**config.mk**
```make
export PLATFORM = sky130hd
export DESIGN_NAME = asda_ctrl
export DESIGN_NICKNAME = d
export VERILOG_FILES = /design/src/sv/asda_pkg.sv /design/src/sv/asda_ctrl.sv
export SDC_FILE = /design/constraint.sdc
export NUM_CORES = 1
export LEC_CHECK = 0
export ABC_AREA = 1
export BUFFER_PORTS_ARGS = -buffer_cell sky130_fd_sc_hd__buf_2
export CELL_PAD_IN_SITES_DETAIL_PLACEMENT = 1
export CELL_PAD_IN_SITES_GLOBAL_PLACEMENT = 1
export CORE_ASPECT_RATIO = 0.6
export CORE_UTILIZATION = 37
export DETAILED_ROUTE_END_ITERATION = 10
export PLACE_DENSITY = 0.84
export SLEW_MARGIN = 30
export SYNTH_ARGS = -nofsm -noshare
export SYNTH_HDL_FRONTEND = slang
export SYNTH_SLANG_ARGS = --single-unit
```
**constraint.sdc**
```tcl
create_clock -name clk_i -period 2.75 [get_ports clk_i]
set_clock_uncertainty 0.2 [all_clocks]
set_input_delay 0.4125 -clock clk_i [delete_from_list [all_inputs] [get_ports clk_i]]
set_output_delay 0.4125 -clock clk_i [all_outputs]
set_load 0.01 [all_outputs]
```
**src/sv/asda_pkg.sv**
```systemverilog
// ----------------------------------------------------------------------------
// asda_pkg
// Shared types, codes and constants of the angular sector distance averager.
// ----------------------------------------------------------------------------
package asda_pkg;

  // Defaults for the top-level parameters
  localparam int unsigned MAX_SECTORS_DEF = 360;
  localparam int unsigned COUNT_BITS_DEF  = 16;

  // Fixed field widths
  localparam int unsigned REQ_W    = 3;
  localparam int unsigned ANGLE_W  = 16;
  localparam int unsigned DIST_W   = 16;
  localparam int unsigned AVG_W    = 16;
  localparam int unsigned SECTOR_W = 9;
  localparam int unsigned STATUS_W = 2;
  localparam int unsigned WIDTH_W  = 9;
  localparam int unsigned SUM_W    = 32;

  localparam int unsigned FULL_CIRCLE_DEG = 360;
  localparam int unsigned CDEG_PER_DEG    = 100;
  localparam int unsigned WIDTH_RESET     = 10;

  // Request codes
  localparam logic [REQ_W-1:0] REQ_STORE   = 3'd0;
  localparam logic [REQ_W-1:0] REQ_UNSTORE = 3'd1;
  localparam logic [REQ_W-1:0] REQ_COMPUTE = 3'd2;
  localparam logic [REQ_W-1:0] REQ_QUERY   = 3'd3;
  localparam logic [REQ_W-1:0] REQ_CLEAR   = 3'd4;

  // Status codes
  localparam logic [STATUS_W-1:0] ST_OK        = 2'd0;
  localparam logic [STATUS_W-1:0] ST_RANGE     = 2'd1;
  localparam logic [STATUS_W-1:0] ST_UNDERFLOW = 2'd2;
  localparam logic [STATUS_W-1:0] ST_OVERFLOW  = 2'd3;

  typedef struct packed {
    logic [REQ_W-1:0]   req_type;
    logic [ANGLE_W-1:0] angle_cdeg;
    logic [DIST_W-1:0]  distance_mm;
  } asda_req_t;

  typedef struct packed {
    logic [AVG_W-1:0]    avg_distance_mm;
    logic [SECTOR_W-1:0] sector_index;
    logic [STATUS_W-1:0] status;
  } asda_rsp_t;

  // Controller -> datapath
  typedef struct packed {
    logic req_load;   // latch request type and distance
    logic div_start;  // start the divider
    logic div_angle;  // divider operands: angle / sector width, else sum / count
    logic idx_clr;    // sweep index to zero
    logic idx_inc;    // sweep index + 1
    logic mem_rd;     // read all three sector stores
    logic addr_k;     // address = located sector, else sweep index
    logic clr;        // write zeros at sweep index
    logic upd;        // store / unstore write-back
    logic avg_we;     // write average at sweep index
    logic res_load;   // load result register
    logic res_upd;    // result carries sector, update status and query data
    logic res_range;  // result flags angle beyond last sector
  } asda_cmd_t;

  // Datapath -> controller
  typedef struct packed {
    logic div_busy;
    logic in_range;
    logic idx_last;
    logic cnt_zero;
  } asda_sts_t;

endpackage

```
**src/sv/asda_ctrl.sv**
```systemverilog
// ----------------------------------------------------------------------------
// asda_ctrl
// Controller: sequences locate / update, the average sweep and the clear
// sweep; owns busy and the result strobe.
// ----------------------------------------------------------------------------
module asda_ctrl (
  input  logic                          clk_i,
  input  logic                          rst_ni,
  input  logic                          start_i,
  input  logic                          cfg_we_i,
  input  logic [asda_pkg::REQ_W-1:0]    req_type_i,
  input  asda_pkg::asda_sts_t           sts_i,
  output asda_pkg::asda_cmd_t           cmd_o,
  output logic                          busy_o,
  output logic                          done_o
);

  import asda_pkg::*;

  typedef enum logic [6:0] {
    S_IDLE  = 7'b0000001,
    S_CLR   = 7'b0000010,
    S_LOC   = 7'b0000100,
    S_UPD   = 7'b0001000,
    S_CRD   = 7'b0010000,
    S_CDIV  = 7'b0100000,
    S_CWAIT = 7'b1000000
  } state_e;

  state_e    state_q, state_d;
  logic      clr_req_q, clr_req_d;
  logic      done_q, done_d;
  logic      avg_step;
  asda_cmd_t cmd;

  always_comb begin
    state_d   = state_q;
    clr_req_d = clr_req_q;
    done_d    = 1'b0;
    avg_step  = 1'b0;
    cmd       = '0;

    if (cfg_we_i) begin
      // new width: restart the clearing pass
      state_d     = S_CLR;
      clr_req_d   = 1'b0;
      cmd.idx_clr = 1'b1;
    end else begin
      unique case (state_q)
        S_IDLE: begin
          if (start_i) begin
            cmd.req_load = 1'b1;
            unique case (req_type_i)
              REQ_STORE, REQ_UNSTORE, REQ_QUERY: begin
                cmd.div_start = 1'b1;
                cmd.div_angle = 1'b1;
                state_d       = S_LOC;
              end
              REQ_COMPUTE: begin
                cmd.idx_clr = 1'b1;
                state_d     = S_CRD;
              end
              REQ_CLEAR: begin
                cmd.idx_clr = 1'b1;
                clr_req_d   = 1'b1;
                state_d     = S_CLR;
              end
              default: begin
                // unknown request: all-zero result, nothing changes
                cmd.res_load = 1'b1;
                done_d       = 1'b1;
              end
            endcase
          end
        end
        S_CLR: begin
          cmd.clr = 1'b1;
          if (sts_i.idx_last) begin
            cmd.res_load = clr_req_q;
            done_d       = clr_req_q;
            clr_req_d    = 1'b0;
            state_d      = S_IDLE;
          end else begin
            cmd.idx_inc = 1'b1;
          end
        end
        S_LOC: begin
          if (!sts_i.div_busy) begin
            if (sts_i.in_range) begin
              cmd.mem_rd = 1'b1;
              cmd.addr_k = 1'b1;
              state_d    = S_UPD;
            end else begin
              cmd.res_load  = 1'b1;
              cmd.res_range = 1'b1;
              done_d        = 1'b1;
              state_d       = S_IDLE;
            end
          end
        end
        S_UPD: begin
          cmd.addr_k   = 1'b1;
          cmd.upd      = 1'b1;
          cmd.res_load = 1'b1;
          cmd.res_upd  = 1'b1;
          done_d       = 1'b1;
          state_d      = S_IDLE;
        end
        S_CRD: begin
          cmd.mem_rd = 1'b1;
          state_d    = S_CDIV;
        end
        S_CDIV: begin
          if (sts_i.cnt_zero) begin
            avg_step = 1'b1;
          end else begin
            cmd.div_start = 1'b1;
            state_d       = S_CWAIT;
          end
        end
        S_CWAIT: begin
          avg_step = !sts_i.div_busy;
        end
        default: begin
          state_d = S_IDLE;
        end
      endcase

      // write one average, then next sector or finish
      if (avg_step) begin
        cmd.avg_we = 1'b1;
        if (sts_i.idx_last) begin
          cmd.res_load = 1'b1;
          done_d       = 1'b1;
          state_d      = S_IDLE;
        end else begin
          cmd.idx_inc = 1'b1;
          state_d     = S_CRD;
        end
      end
    end
  end

  // Reset enters the clearing pass
  always_ff @(posedge clk_i or negedge rst_ni) begin
    if (!rst_ni) begin
      state_q   <= S_CLR;
      clr_req_q <= 1'b0;
      done_q    <= 1'b0;
    end else begin
      state_q   <= state_d;
      clr_req_q <= clr_req_d;
      done_q    <= done_d;
    end
  end

  assign cmd_o  = cmd;
  assign busy_o = state_q != S_IDLE;
  assign done_o = done_q;

`ifndef NO_ASSERTIONS
  a_div_start_idle: assert property (@(posedge clk_i) disable iff (!rst_ni)
    cmd_o.div_start |-> !sts_i.div_busy)
    else $error("divider restarted while busy");

  a_idx_no_wrap: assert property (@(posedge clk_i) disable iff (!rst_ni)
    cmd_o.idx_inc |-> !sts_i.idx_last)
    else $error("sweep index stepped past last sector");

  a_rd_in_range: assert property (@(posedge clk_i) disable iff (!rst_ni)
    (cmd_o.mem_rd && cmd_o.addr_k) |-> sts_i.in_range)
    else $error("sector store addressed outside sectors in use");

  a_done_idle: assert property (@(posedge clk_i) disable iff (!rst_ni)
    done_o |-> !busy_o)
    else $error("result strobe while still busy");
`endif

endmodule

```
==> summary.txt <==
Worst setup path
  – Slowest stage delay, CP: about 540 ps
  – Reg2reg setup slack: 990 ps
  – Worst setup EP type: output port
  – Worst Path Required: about 2100 ps
  – Critical Path Slowest Stage Cell: dfstp_2
  – Startpoint types: flip-flop
  – Crit path cell chain: inv_1, nand2_1, nor2_2, nand3_1, nand2_2, inv_1, nor2_1, o21ai_0, nand3_1, buf_2
  – Buf/Inv on CP: 3
  – CP arrival: 1820 ps
  – Critical Path Fanout Max: 5
  – Largest delay share family, worst path: flip-flops
  – Critical path class: reg2out

Detailed routing
  – Iteration-0 DRC Markers: 32
  – Residual DRC: 0
  – Routed Antenna Nets: 0
  – Vias per cell: 5.13
  – Total number of vias: 923
  – Drt first pass iters: 4
  – DR WL/cell: 14.7 µm
  – Routed WL: 2650 µm

Synthesis
  – Synth area leader: dfrtp_1
  – Count of cell types in the netlist: 27
  – Seq/Total Area, Yosys: 0.271
  – Cells after Synth: 125
  – Top post-synthesis cells by area: dfrtp_1, nand3_1, nand2_1, nor2_1, inv_1
  – Mapped Avg Cell Area: 6.68 µm²
  – Flop and latch count out of synthesis: 9
  – Synthesized cell area: 835 µm²
  – Top-area cell type share of the netlist area: 0.240
  – Total of warnings raised by yosys: 0
  – Syn Nets: 136

Floorplan
  – Total die area: 0.00246 mm²
  – Ports: 26
  – Core area: 0.00198 mm²
  – Die X: 63.3 µm
  – Initial Util: 0.421
  – Overall die height: approximately 39 µm
  – Rows: 12

STA
  – Worst-Margin Slew: 301 ps
  – Final Hold Fails: 0
  – Final period util: 0.885
  – Slew HR: 0.798
  – Setup Viol. Count Final: 0
  – RSZ-0062 raised after global routing: no
  – Total negative slack: 0 ps
  – Final count of pins violating max slew: 0
  – Worst Slack Setup Final: between 300 and 400 ps
  – Fmax: 411 MHz
  – Period minus WS final: roughly 2400 ps

Clock network
  – CTS Buf Count: 3
  – CTS tree: done
  – Clock root buffer: clkbuf_8
  – H-tree Lvls: 1
  – Clock latency on the worst-skew pair: roughly 240 ps
  – Max clock buf depth: 2
  – Post-cts sizing count: 0
  – Clk sink count: 9
  – CTS clock-pin slew for the worst setup and hold paths: 50 ps

Cells and area
  – Diode count: 0
  – Layout Cells excl Fill: 180
  – Commonest non-fill, non-tap cells in the layout: buf_2, nand2_1, nor2_1, nand3_1, inv_1
  – Final Instance Area: 0.00102 mm²
  – Layout cells sized above 1: 0.375
  – Fillers: 280
  – Final-stage net count: 164
  – Core Util, Final: 0.515
  – Layout area overhead: 22.3%
  – Commonest non-fill, non-tap cell in the layout: buf_2

Place
  – # port buffers: 25
  – Placed cell areas: 966 µm²
  – Place WS: 614 ps
  – DP Cell Count: roughly 180
  – Routability cong.: ~0.83
  – Dpl hpwl: 2070 µm

Hold path
  – Min-Delay Path Class: in2reg

Run status
  – Outcome: finished clean

Job
  – Max-Cap Viols: 0

Global routing
  – Total gr overflow: 0
  – Pin count of the biggest net entering global routing: 11
  – Global-route wire length before repair: approximately 4400 µm
  – Initial antenna violation count: 0
  – GRT Total Usage: 0.255
  – Vias in the first global route: 920

Power
  – Peak VDD IR: between 150 and 200 µV
  – PwrDens: 483 mW/mm²
  – Leakage Power: 0.566 nW
worst paths after layout:
check	cells past startpoint	startpoint	to
max in group asynchronous	2	rst_ni	state_q[1]$_DFFE_PN1P_
min in group asynchronous	2	rst_ni	state_q[0]$_DFFE_PN0P_
setup reg to reg	9	state_q[1]$_DFFE_PN1P_	state_q[4]$_DFFE_PN0P_
hold reg to reg	1	clr_req_q$_DFFE_PN0P_	clr_req_q$_DFFE_PN0P_
setup / recovery	10	state_q[1]$_DFFE_PN1P_	cmd_o[2]
hold / removal	3	sts_i[2]	state_q[3]$_DFFE_PN0P_
flip-flops by register name, summed over array words and instances, names as in the netlist:
signal,count
clr_req_q,1
done_o,1
state_q,7
through the flow:
stage,power (mW),hold WS [ps]
floorplan,0.283,-83.1
global route,0.526,278
global placement,0.326,77.8
finish,0.494,268
CTS,0.499,263
detailed placement,0.333,89.9
cell type report:
type                    count  area [µm²]  area share
clock buffers               4        45.0      0.0441
inverters                  22        85.1      0.0833
multi-input cells          91         494       0.484
flip-flops and latches      9         226       0.222
repair buffers             26         135       0.132
well taps                  28        35.0      0.0343
where the power goes:
group	switching, mW	internal [mW]	total, mW	leakage, nW
registers	0.0116	0.146	0.157	0.120
logic	0.118	0.0584	0.176	0.423
clock network	0.0584	0.102	0.160	0.0228
Yosys cell counts:
cell      instances
nand2_1          21
nor2_1           19
nand3_1          16
inv_1            15
dfrtp_1           8
nand2_2           6
inv_2             5
nor2_2            5
o21ai_0           5
nand3_2           3
o21ai_2           3
a21oi_1           2
buf_4             2
nand4_1           2
clkbuf_8          1
clkinv_1          1
dfstp_2           1
inv_4             1
nand2_4           1
nand3_4           1
nor2_4            1
nor2_8            1
nor3_1            1
nor4_1            1
o21a_1            1
o22ai_1           1
or2_2             1
tightest hold or removal path, cell delays in order:
cell     delay [ps]
buf_2           120
nand3_1          80
nor2_1           50
metal layers:
metal	share of wire	vias up	routed length, µm	GRT usage
li1	-	449	-	-
met1	0.47	450	1250	0.320
met2	0.48	22	1260	0.454
met3	0.045	2	119	0.0647
met4	0.0042	0	11	0.0511
met5	0	-	0	0
what timing repair did:
action                                  4_1_cts  5_1_grt
buffers inserted                              0        0
endpoints found under the setup margin        0        0
hold endpoints to repair                      8        0
hold buffers                                  1        0
logic make-up (layout without fill, tap and decap cells):
| family | after synthesis | after routing | synth area share |
|---|---|---|---|
| buffers and inverters | 25 | 52 | 0.136 |
| AO/OA/AOI/OAI | 12 | 12 | 0.0900 |
| flip-flops | 9 | 9 | 0.271 |
| AND/OR/NAND/NOR | 79 | 79 | 0.502 |
No activity file was read; power rests on OpenSTA's default activity.
